--- src/sv/lpcsf_pkg.sv ---
// Package for the LPC synthesis / inverse filter core.
// Shared widths, request and register codes, sequencer states, store control struct.
// No dependencies.
package lpcsf_pkg;

    localparam int COEF_W        = 24;
    localparam int SMP_W         = 16;
    localparam int ORDER_W       = 6;
    localparam int FUNC_W        = 2;
    localparam int CFG_IDX_W     = 1;
    localparam int CFG_DW        = 6;
    localparam int MAX_ORDER_DEF = 32;
    localparam int COEF_FRAC_DEF = 16;
    localparam int ORDER_RST     = 16;
    localparam int SMP_MAX       = 32767;
    localparam int SMP_MIN       = -32768;

    // request codes
    localparam logic [FUNC_W-1:0] FUNC_FILTER = 2'd0;
    localparam logic [FUNC_W-1:0] FUNC_LOAD   = 2'd1;
    localparam logic [FUNC_W-1:0] FUNC_CLEAR  = 2'd2;

    // register indexes
    localparam logic [CFG_IDX_W-1:0] CFG_MODE  = 1'b0;
    localparam logic [CFG_IDX_W-1:0] CFG_ORDER = 1'b1;

    // filter_mode values
    localparam logic MODE_SYNTH = 1'b0;

    typedef enum logic [1:0] {
        ST_IDLE,
        ST_RUN,
        ST_TRUNC,
        ST_SAT
    } t_state;

    typedef struct packed {
        logic coef_we;
        logic hist_push;
        logic hist_clr;
        logic rd_en;
        logic rd_first;
    } t_store_ctl;

endpackage

--- src/sv/lpc_synthesis_inverse_filter_core.sv ---
// LPC synthesis / inverse filter core. Filter request: the shared multiply-accumulate steps
// one tap per cycle through a two-stage read/multiply drain; the sum is then truncated and
// saturated into the output register, which waits while an earlier result is unaccepted. The
// next request is taken once the result is loaded. Load and clear requests give no result.
// Order clamps to MAX_ORDER. Reset (synchronous, active low) zeroes coefficients and history
// through valid bits at once, mode to synthesis, order to 16; o_ready is high right after reset.
module lpc_synthesis_inverse_filter_core #(
    parameter int MAX_ORDER      = lpcsf_pkg::MAX_ORDER_DEF,
    parameter int COEF_FRAC_BITS = lpcsf_pkg::COEF_FRAC_DEF
) (
    input  logic                                   i_clk,
    input  logic                                   i_rst_n,
    input  logic                                   i_valid,
    output logic                                   o_ready,
    input  logic [lpcsf_pkg::FUNC_W-1:0]           i_func,
    input  logic [lpcsf_pkg::ORDER_W-1:0]          i_coef_index,
    input  logic signed [lpcsf_pkg::COEF_W-1:0]    i_coef_value,
    input  logic signed [lpcsf_pkg::SMP_W-1:0]     i_sample,
    output logic                                   o_valid,
    input  logic                                   i_ready,
    output logic signed [lpcsf_pkg::SMP_W-1:0]     o_out_sample,
    output logic                                   o_overflow,
    input  logic                                   i_cfg_we,
    input  logic [lpcsf_pkg::CFG_IDX_W-1:0]        i_cfg_idx,
    input  logic [lpcsf_pkg::CFG_DW-1:0]           i_cfg_data
);

    localparam int A_W    = (MAX_ORDER > 1) ? $clog2(MAX_ORDER) : 1;
    localparam int K_W    = $clog2(MAX_ORDER + 1);
    localparam int ACC_W  = lpcsf_pkg::COEF_W + lpcsf_pkg::SMP_W + K_W;
    localparam int PW     = ACC_W - COEF_FRAC_BITS;
    localparam int YW     = PW + 1;
    localparam logic [ACC_W-1:0] BIAS = {{(ACC_W - COEF_FRAC_BITS){1'b0}},
                                         {COEF_FRAC_BITS{1'b1}}};
    localparam logic signed [YW-1:0] Y_MAX = YW'(lpcsf_pkg::SMP_MAX);
    localparam logic signed [YW-1:0] Y_MIN = YW'(lpcsf_pkg::SMP_MIN);

    lpcsf_pkg::t_state     r_state;
    lpcsf_pkg::t_state     n_state;
    lpcsf_pkg::t_store_ctl store_ctl;

    logic                                 r_mode;
    logic [lpcsf_pkg::ORDER_W-1:0]        r_order;
    logic [K_W-1:0]                       r_k;
    logic                                 r_rd_vld;
    logic signed [lpcsf_pkg::SMP_W-1:0]   r_x;
    logic signed [PW-1:0]                 r_pred;
    logic                                 r_out_valid;
    logic signed [lpcsf_pkg::SMP_W-1:0]   r_out_sample;
    logic                                 r_overflow;

    logic [K_W-1:0]                       ord_eff;
    logic                                 accept;
    logic                                 issue;
    logic                                 drained;
    logic                                 out_load;
    logic                                 mac_clr;
    logic [A_W-1:0]                       coef_addr;
    logic signed [lpcsf_pkg::COEF_W-1:0]  rd_coef;
    logic signed [lpcsf_pkg::SMP_W-1:0]   rd_hist;
    logic signed [ACC_W-1:0]              acc;
    logic                                 mac_busy;
    logic [ACC_W-1:0]                     acc_biased;
    logic signed [YW-1:0]                 y_sum;
    logic signed [lpcsf_pkg::SMP_W-1:0]   y_sat;
    logic                                 y_ovf;
    logic signed [lpcsf_pkg::SMP_W-1:0]   push_val;

    always_comb begin
        ord_eff = ({1'b0, r_order} > (lpcsf_pkg::ORDER_W + 1)'(MAX_ORDER))
                  ? K_W'(MAX_ORDER) : K_W'(r_order);
        issue   = (r_state == lpcsf_pkg::ST_RUN) && (r_k != ord_eff);
        drained = !issue && !r_rd_vld && !mac_busy;
        // index 1..MAX_ORDER maps to address 0..MAX_ORDER-1; the rest is dropped
        coef_addr = A_W'(i_coef_index - lpcsf_pkg::ORDER_W'(1));
    end

    // next state
    always_comb begin
        n_state = r_state;
        case (r_state)
            lpcsf_pkg::ST_IDLE: begin
                if (i_valid && (i_func == lpcsf_pkg::FUNC_FILTER)) begin
                    n_state = lpcsf_pkg::ST_RUN;
                end
            end
            lpcsf_pkg::ST_RUN: begin
                if (drained) begin
                    n_state = lpcsf_pkg::ST_TRUNC;
                end
            end
            lpcsf_pkg::ST_TRUNC: begin
                n_state = lpcsf_pkg::ST_SAT;
            end
            lpcsf_pkg::ST_SAT: begin
                if (!r_out_valid || i_ready) begin
                    n_state = lpcsf_pkg::ST_IDLE;
                end
            end
            default: n_state = lpcsf_pkg::ST_IDLE;
        endcase
    end

    // sequencer outputs
    always_comb begin
        o_ready   = 1'b0;
        out_load  = 1'b0;
        store_ctl = '0;
        case (r_state)
            lpcsf_pkg::ST_IDLE: begin
                o_ready = 1'b1;
                store_ctl.coef_we = i_valid && (i_func == lpcsf_pkg::FUNC_LOAD)
                                    && (i_coef_index != '0)
                                    && ({1'b0, i_coef_index}
                                        <= (lpcsf_pkg::ORDER_W + 1)'(MAX_ORDER));
                store_ctl.hist_clr = i_valid && (i_func == lpcsf_pkg::FUNC_CLEAR);
            end
            lpcsf_pkg::ST_RUN: begin
                store_ctl.rd_en    = issue;
                store_ctl.rd_first = (r_k == '0);
            end
            lpcsf_pkg::ST_SAT: begin
                out_load            = !r_out_valid || i_ready;
                store_ctl.hist_push = out_load;
            end
            default: begin
                o_ready = 1'b0;
            end
        endcase
    end

    assign accept  = i_valid && o_ready;
    assign mac_clr = accept && (i_func == lpcsf_pkg::FUNC_FILTER);

    // truncate toward zero: bias negative sums before the arithmetic shift
    always_comb begin
        acc_biased = acc + (acc[ACC_W-1] ? BIAS : '0);
        if (r_mode == lpcsf_pkg::MODE_SYNTH) begin
            y_sum = YW'(r_x) + YW'(r_pred);
        end else begin
            y_sum = YW'(r_x) - YW'(r_pred);
        end
        y_ovf = 1'b1;
        if (y_sum > Y_MAX) begin
            y_sat = lpcsf_pkg::SMP_W'(lpcsf_pkg::SMP_MAX);
        end else if (y_sum < Y_MIN) begin
            y_sat = lpcsf_pkg::SMP_W'(lpcsf_pkg::SMP_MIN);
        end else begin
            y_sat = y_sum[lpcsf_pkg::SMP_W-1:0];
            y_ovf = 1'b0;
        end
        push_val = (r_mode == lpcsf_pkg::MODE_SYNTH) ? y_sat : r_x;
    end

    lpcsf_store #(
        .MAX_ORDER (MAX_ORDER),
        .A_W       (A_W)
    ) u_store (
        .i_clk       (i_clk),
        .i_rst_n     (i_rst_n),
        .i_ctl       (store_ctl),
        .i_coef_addr (coef_addr),
        .i_coef_data (i_coef_value),
        .i_hist_data (push_val),
        .i_rd_tap    (r_k[A_W-1:0]),
        .o_coef      (rd_coef),
        .o_hist      (rd_hist)
    );

    lpcsf_mac #(
        .ACC_W (ACC_W)
    ) u_mac (
        .i_clk   (i_clk),
        .i_rst_n (i_rst_n),
        .i_clr   (mac_clr),
        .i_vld   (r_rd_vld),
        .i_coef  (rd_coef),
        .i_hist  (rd_hist),
        .o_acc   (acc),
        .o_busy  (mac_busy)
    );

    always_ff @(posedge i_clk) begin
        if (mac_clr) begin
            r_x <= i_sample;
        end
        if (r_state == lpcsf_pkg::ST_TRUNC) begin
            r_pred <= acc_biased[ACC_W-1:COEF_FRAC_BITS];
        end
        if (out_load) begin
            r_out_sample <= y_sat;
            r_overflow   <= y_ovf;
        end
    end

    always_ff @(posedge i_clk) begin
        if (!i_rst_n) begin
            r_state     <= lpcsf_pkg::ST_IDLE;
            r_mode      <= lpcsf_pkg::MODE_SYNTH;
            r_order     <= lpcsf_pkg::ORDER_W'(lpcsf_pkg::ORDER_RST);
            r_k         <= '0;
            r_rd_vld    <= 1'b0;
            r_out_valid <= 1'b0;
        end else begin
            r_state  <= n_state;
            r_rd_vld <= issue;
            if (mac_clr) begin
                r_k <= '0;
            end else if (issue) begin
                r_k <= r_k + K_W'(1);
            end
            if (out_load) begin
                r_out_valid <= 1'b1;
            end else if (i_ready) begin
                r_out_valid <= 1'b0;
            end
            if (i_cfg_we) begin
                case (i_cfg_idx)
                    lpcsf_pkg::CFG_MODE:  r_mode  <= i_cfg_data[0];
                    lpcsf_pkg::CFG_ORDER: r_order <= i_cfg_data[lpcsf_pkg::ORDER_W-1:0];
                    default: ;
                endcase
            end
        end
    end

    assign o_valid      = r_out_valid;
    assign o_out_sample = r_out_sample;
    assign o_overflow   = r_overflow;

`ifndef SYNTHESIS
    // the tap counter keeps its last value while idle, so only the loop is checked
    a_tap_bound: assert property (@(posedge i_clk) disable iff (!i_rst_n)
        (r_state == lpcsf_pkg::ST_RUN) |-> (r_k <= ord_eff))
        else $error("tap counter ran past the predictor order");

    a_rd_in_run: assert property (@(posedge i_clk) disable iff (!i_rst_n)
        r_rd_vld |-> (r_state == lpcsf_pkg::ST_RUN))
        else $error("history read in flight outside the tap loop");

    a_filter_starts: assert property (@(posedge i_clk) disable iff (!i_rst_n)
        (i_valid && o_ready && (i_func == lpcsf_pkg::FUNC_FILTER))
        |=> (r_state == lpcsf_pkg::ST_RUN) && (r_k == '0))
        else $error("filter request did not start the tap loop");

    a_ovf_rails: assert property (@(posedge i_clk) disable iff (!i_rst_n)
        (o_valid && o_overflow)
        |-> (o_out_sample == 16'sh7fff || o_out_sample == 16'sh8000))
        else $error("overflow flagged on a result that is not at a rail");
`endif

endmodule

--- src/sv/lpcsf_store.sv ---
// Coefficient memory and circular signal-history memory with per-entry valid bits.
// Depends on lpcsf_pkg.
module lpcsf_store #(
    parameter int MAX_ORDER = lpcsf_pkg::MAX_ORDER_DEF,
    parameter int A_W       = 5
) (
    input  logic                              i_clk,
    input  logic                              i_rst_n,
    input  lpcsf_pkg::t_store_ctl             i_ctl,
    input  logic [A_W-1:0]                    i_coef_addr,
    input  logic signed [lpcsf_pkg::COEF_W-1:0] i_coef_data,
    input  logic signed [lpcsf_pkg::SMP_W-1:0]  i_hist_data,
    input  logic [A_W-1:0]                    i_rd_tap,
    output logic signed [lpcsf_pkg::COEF_W-1:0] o_coef,
    output logic signed [lpcsf_pkg::SMP_W-1:0]  o_hist
);

    localparam logic [A_W-1:0] LAST = A_W'(MAX_ORDER - 1);

    logic signed [lpcsf_pkg::COEF_W-1:0] r_coef_mem [MAX_ORDER];
    logic signed [lpcsf_pkg::SMP_W-1:0]  r_hist_mem [MAX_ORDER];
    logic [MAX_ORDER-1:0]                r_cvld;
    logic [MAX_ORDER-1:0]                r_hvld;
    logic [A_W-1:0]                      r_head;
    logic [A_W-1:0]                      r_rp;
    logic signed [lpcsf_pkg::COEF_W-1:0] r_coef_q;
    logic signed [lpcsf_pkg::SMP_W-1:0]  r_hist_q;
    logic                                r_cq_vld;
    logic                                r_hq_vld;
    logic [A_W-1:0]                      base;
    logic [A_W-1:0]                      haddr;

    // tap k sits one slot behind the previous tap, newest just behind the head
    always_comb begin
        base  = i_ctl.rd_first ? r_head : r_rp;
        haddr = (base == '0) ? LAST : base - A_W'(1);
    end

    always_ff @(posedge i_clk) begin
        if (i_ctl.coef_we) begin
            r_coef_mem[i_coef_addr] <= i_coef_data;
        end
        if (i_ctl.hist_push) begin
            r_hist_mem[r_head] <= i_hist_data;
        end
        if (i_ctl.rd_en) begin
            r_coef_q <= r_coef_mem[i_rd_tap];
            r_hist_q <= r_hist_mem[haddr];
        end
    end

    always_ff @(posedge i_clk) begin
        if (!i_rst_n) begin
            r_cvld   <= '0;
            r_hvld   <= '0;
            r_head   <= '0;
            r_rp     <= '0;
            r_cq_vld <= 1'b0;
            r_hq_vld <= 1'b0;
        end else begin
            if (i_ctl.coef_we) begin
                r_cvld[i_coef_addr] <= 1'b1;
            end
            if (i_ctl.hist_clr) begin
                r_hvld <= '0;
            end else if (i_ctl.hist_push) begin
                r_hvld[r_head] <= 1'b1;
                r_head         <= (r_head == LAST) ? '0 : r_head + A_W'(1);
            end
            if (i_ctl.rd_en) begin
                r_rp     <= haddr;
                r_cq_vld <= r_cvld[i_rd_tap];
                r_hq_vld <= r_hvld[haddr];
            end
        end
    end

    assign o_coef = r_cq_vld ? r_coef_q : '0;
    assign o_hist = r_hq_vld ? r_hist_q : '0;

endmodule

--- src/sv/lpcsf_mac.sv ---
// Shared multiply-accumulate unit: registered 24x16 product, then accumulate.
// Depends on lpcsf_pkg.
module lpcsf_mac #(
    parameter int ACC_W = 46
) (
    input  logic                                i_clk,
    input  logic                                i_rst_n,
    input  logic                                i_clr,
    input  logic                                i_vld,
    input  logic signed [lpcsf_pkg::COEF_W-1:0] i_coef,
    input  logic signed [lpcsf_pkg::SMP_W-1:0]  i_hist,
    output logic signed [ACC_W-1:0]             o_acc,
    output logic                                o_busy
);

    localparam int PROD_W = lpcsf_pkg::COEF_W + lpcsf_pkg::SMP_W;

    logic signed [PROD_W-1:0] r_prod;
    logic                     r_pv;
    logic signed [ACC_W-1:0]  r_acc;

    always_ff @(posedge i_clk) begin
        r_prod <= i_coef * i_hist;
    end

    always_ff @(posedge i_clk) begin
        if (!i_rst_n) begin
            r_pv  <= 1'b0;
            r_acc <= '0;
        end else begin
            r_pv <= i_vld;
            if (i_clr) begin
                r_acc <= '0;
            end else if (r_pv) begin
                r_acc <= r_acc + ACC_W'(r_prod);
            end
        end
    end

    assign o_acc  = r_acc;
    assign o_busy = r_pv;

endmodule

--- config.mk ---
export PLATFORM = sky130hd
export DESIGN_NAME = lpc_synthesis_inverse_filter_core
export DESIGN_NICKNAME = d
export VERILOG_FILES = /design/src/sv/lpcsf_pkg.sv /design/src/sv/lpc_synthesis_inverse_filter_core.sv /design/src/sv/lpcsf_store.sv /design/src/sv/lpcsf_mac.sv
export SDC_FILE = /design/constraint.sdc
export NUM_CORES = 2
export LEC_CHECK = 0
export ABC_AREA = 1
export BUFFER_PORTS_ARGS = -buffer_cell sky130_fd_sc_hd__buf_2
export CAP_MARGIN = 20
export CELL_PAD_IN_SITES_DETAIL_PLACEMENT = 1
export CELL_PAD_IN_SITES_GLOBAL_PLACEMENT = 2
export CORE_AREA = 5 5 441 443
export CTS_CLUSTER_DIAMETER = 50
export CTS_CLUSTER_SIZE = 25
export DETAILED_ROUTE_END_ITERATION = 7
export DIE_AREA = 0 0 446 448
export HOLD_SLACK_MARGIN = 0.12
export PLACE_DENSITY_LB_ADDON = 0.1
export SLEW_MARGIN = 20
export SYNTH_ARGS = -nofsm -noshare
export SYNTH_HDL_FRONTEND = slang
export SYNTH_SLANG_ARGS = --single-unit
--- constraint.sdc ---
create_clock -name i_clk -period 8.5 [get_ports i_clk]
set_input_delay 0.85 -clock i_clk [delete_from_list [all_inputs] [get_ports i_clk]]
set_output_delay 0.85 -clock i_clk [all_outputs]
set_load 0.01 [all_outputs]
==> key figures <==
Yosys
  • Post-synth EDFFs: 1383
  • Syn Area/Cell: 10.38 um2
  • Synth Flop Type: edfxtp_1
  • Ys Warns: 0
  • Synth area leaders: edfxtp_1 51%, fa_1 9.3%, nor2_1 5.9%
  • Flops & latches, synth: 1563
  • Mapped Nets: 8445
  • Synth top area share: 51.24%
  • Synth area leader: edfxtp_1
  • Syn Inst Count: 7808
  • Post-Syn Area: 81040 um2
  • Distinct cells, synth: 50
  • FFs w/ async S/R, synth: 0%
  • Register area share after synthesis: 55.69%

Critical path
  • Worst Setup Start Kind: flop
  • Critical Path End Type: flop
  • Crit Path Category: reg2reg
  • Crit-path max FO: 21
  • Worst Path Required: 9140 ps
  • Crit path DAT: 8130 ps

Power and ir drop
  • Comb power frac: 36.1%
  • Pint: 0.01584 W
  • Clock share of power: 28.5%
  • Leak: 34.68 nW
  • Reg power frac: 35.4%
  • P_sw: 0.01088 W
  • VDD IR max: 0.0003465 V
  • Sw Share: 40.72%
  • Power Density: 295.2 nW/um2

Layout
  • Syn-to-layout area delta: 11.70%
  • Finished Cell Area: 90520 um2
  • Most frequent cells in the layout: 1383 x edfxtp_1, 1203 x nor2_1, 988 x nand2_1
  • Fillers: 20474
  • Fin nets: 8482
  • Most common cell after layout, fill and taps aside: edfxtp_1
  • Fraction of layout cells with a size suffix above 1: 7.635%

GRT
  • Vias in the first global route: 60160
  • M3 GR Usage: 3.804%
  • Pin count of the biggest net entering global routing: 165
  • Met1 usage: 34.65%
  • Met2 Use GR: 42.55%
  • Grt peak-use layer: met2
  • Antenna violations before repair: 12
  • Global-route wire length before repair: 383.9 mm
  • GRT Total Usage: 25.63%
  • Total gr overflow: 0

Timing
  • Final setup TNS: 0 ps
  • Final hold violation count: 0
  • Final period util: 88.10%
  • Slew @ Worst Pin: 1082 ps
  • Rel. slew slack: 27.76%
  • Setup violators final: 0
  • Period minus WS final: 7489 ps
  • Final Skew: 70.55 ps
  • Fmax: 133.5 MHz
  • RSZ-0062 raised after global routing: false
  • Max Slew Vio Count: 0

Clock tree
  • Post-CTS Resized: 0
  • TritonCTS buffer count: 167
  • Worst skew pair latency: 830 ps
  • Clk slew on worst S/H paths: 70 ps
  • Root buf cell: clkbuf_16
  • Maximum root-to-sink buffer count: 3
  • CTS tree: built
  • Clk sinks: 1563
  • Hold buffers post-CTS: 0
  • CTS H-Tree Depth: 4
  • Setup bufs post-CTS: 0

Placement
  • HPWL after DPL: 169.6 mm
  • PortBufs: 78
  • Area after DPL: 84660 um2
  • Placer Congestion: 0.9113

Worst hold path
  • Hold Path Class: in2reg

Die
  • Chip height: 448 um
  • IO Count: 79
  • Core area: 189600 um2
  • Die width: 446 um
  • Num rows: 160
  • Initial Util: 42.75%
  • Full die area: 199800 um2

Run status
  • Status: completed

Routing
  • Avg Vias per Cell: 5.503
  • First DRT Iteration DRCs: 4461
  • Routed vias: 57808
  • Routed Antenna Nets: 0
  • WL/cell: 24.60 um
  • Drt pass-1 iters: 5
  • Post-Route WL: 258.4 mm
  • Remaining DRCs: 0

Flow run
  • Max-cap viol count: 0
-- routing by layer --
metal  vias to the layer above  routed length, um
met5                         -                 74
met4                        10               9240
met3                       422              12600
met2                      1376             122400
met1                     29419             114000
li1                      26581                  -
-- layout make-up --
class | count | area, um2 | share of cell area (%)
clock buffer | 176 | 4255 | 4.701
timing repair buffer | 216 | 1513 | 1.671
antenna | 3 | 7.507 | 0.008293
multi-input combinational | 4946 | 31300 | 34.58
sequential | 1563 | 45140 | 49.87
inverter | 951 | 3592 | 3.968
tap | 2511 | 3142 | 3.471
clock inverter | 138 | 1569 | 1.733
-- stage by stage --
step	hold WS [ps]	setup slack (ps)	util, %	cells	total power [W]
after floorplan	403.5	2319	-	7808	0.01548
after global placement	439.7	1062	44.65	10185	0.01908
after detailed placement	452.3	1008	44.65	10185	0.01928
after CTS	138.7	912.8	47.73	10499	0.02692
after global routing	172.1	520.5	47.75	10503	0.02817
final	215.6	1011	47.75	10504	0.02672
-- flip-flops by register name, indices dropped and copies added (netlist names) --
register / count
o_out_sample: 16
o_overflow: 1
o_valid: 1
r_k: 6
r_mode: 1
r_order: 6
r_pred: 30
r_rd_vld: 1
r_state: 2
r_x: 16
u_mac.o_acc: 46
u_mac.o_busy: 1
u_mac.r_prod: 40
u_store.r_coef_mem: 768
u_store.r_coef_q: 24
u_store.r_cq_vld: 1
u_store.r_cvld: 32
u_store.r_head: 5
u_store.r_hist_mem: 512
u_store.r_hist_q: 16
u_store.r_hq_vld: 1
u_store.r_hvld: 32
u_store.r_rp: 5
-- kinds of logic (layout without fill, tap and decap cells) --
| group | Yosys count | in the layout | share of synthesized area (%) |
|---|---|---|---|
| other cells | 0 | 3 | 0 |
| fa+ha+maj | 577 | 577 | 12.39 |
| xor+xnor | 157 | 157 | 1.697 |
| flops | 1563 | 1563 | 55.69 |
| simple gates | 2622 | 2622 | 12.90 |
| compound gates | 1590 | 1590 | 11.13 |
| buf+inv | 1299 | 1481 | 6.194 |
-- power by group through the flow --
stage | clock (W) | sequential [W] | combinational (W)
floorplan | 0 | 0.00946 | 0.00602
global placement | 0 | 0.00963 | 0.00946
detailed placement | 0 | 0.00963 | 0.00965
CTS | 0.00777 | 0.00946 | 0.00969
global route | 0.00811 | 0.00947 | 0.0106
finish | 0.00761 | 0.00945 | 0.00965
-- Yosys cell counts, types with 27 or more instances --
| master | n |
|---|---|
| buf_2 | 37 |
| ha_1 | 201 |
| o22ai_1 | 202 |
| dfxtp_1 | 180 |
| nor2_1 | 1270 |
| fa_1 | 376 |
| nand2_1 | 991 |
| nand3_1 | 224 |
| inv_1 | 938 |
| edfxtp_1 | 1383 |
| a211oi_1 | 27 |
| o211ai_1 | 135 |
| nor3_1 | 54 |
| clkbuf_1 | 271 |
| o21ai_1 | 51 |
| xnor2_1 | 43 |
| a21oi_1 | 281 |
| xor2_1 | 114 |
| nand4_1 | 33 |
| o21ai_0 | 754 |
-- worst max-delay path: stages (launching register included) --
cell and delay, ps:
dfxtp_1 670, nand2_1 410, inv_1 750, nand2_1 200
fa_1 570, inv_1 50, fa_1 500, fa_1 610
fa_1 460, fa_1 490, inv_1 50, fa_1 470
inv_1 40, ha_1 330, nand2_1 130, inv_1 60
a21oi_1 210, a21boi_0 400, o21ai_0 310, nand2_1 130
nand3_1 120, nand3_1 90, nand2_1 60, xor2_1 140
-- path summary, 6_finish.rpt --
kind / from / to / slack [ps] / depth (start not counted)
hold / removal: i_sample[4] / r_x[4]$_DFFE_PP_ / 220 / 1
setup / recovery: u_store.r_hq_vld$_SDFFE_PN0P_ / u_mac.r_prod[39]$_DFF_P_ / 1010 / 23
hold reg to reg: u_store.r_hvld[6]$_SDFFE_PP0P_ / u_store.r_hvld[6]$_SDFFE_PP0P_ / 460 / 2
setup reg to reg: u_store.r_hq_vld$_SDFFE_PN0P_ / u_mac.r_prod[39]$_DFF_P_ / 1010 / 23
(Power assumes the default switching activity.)
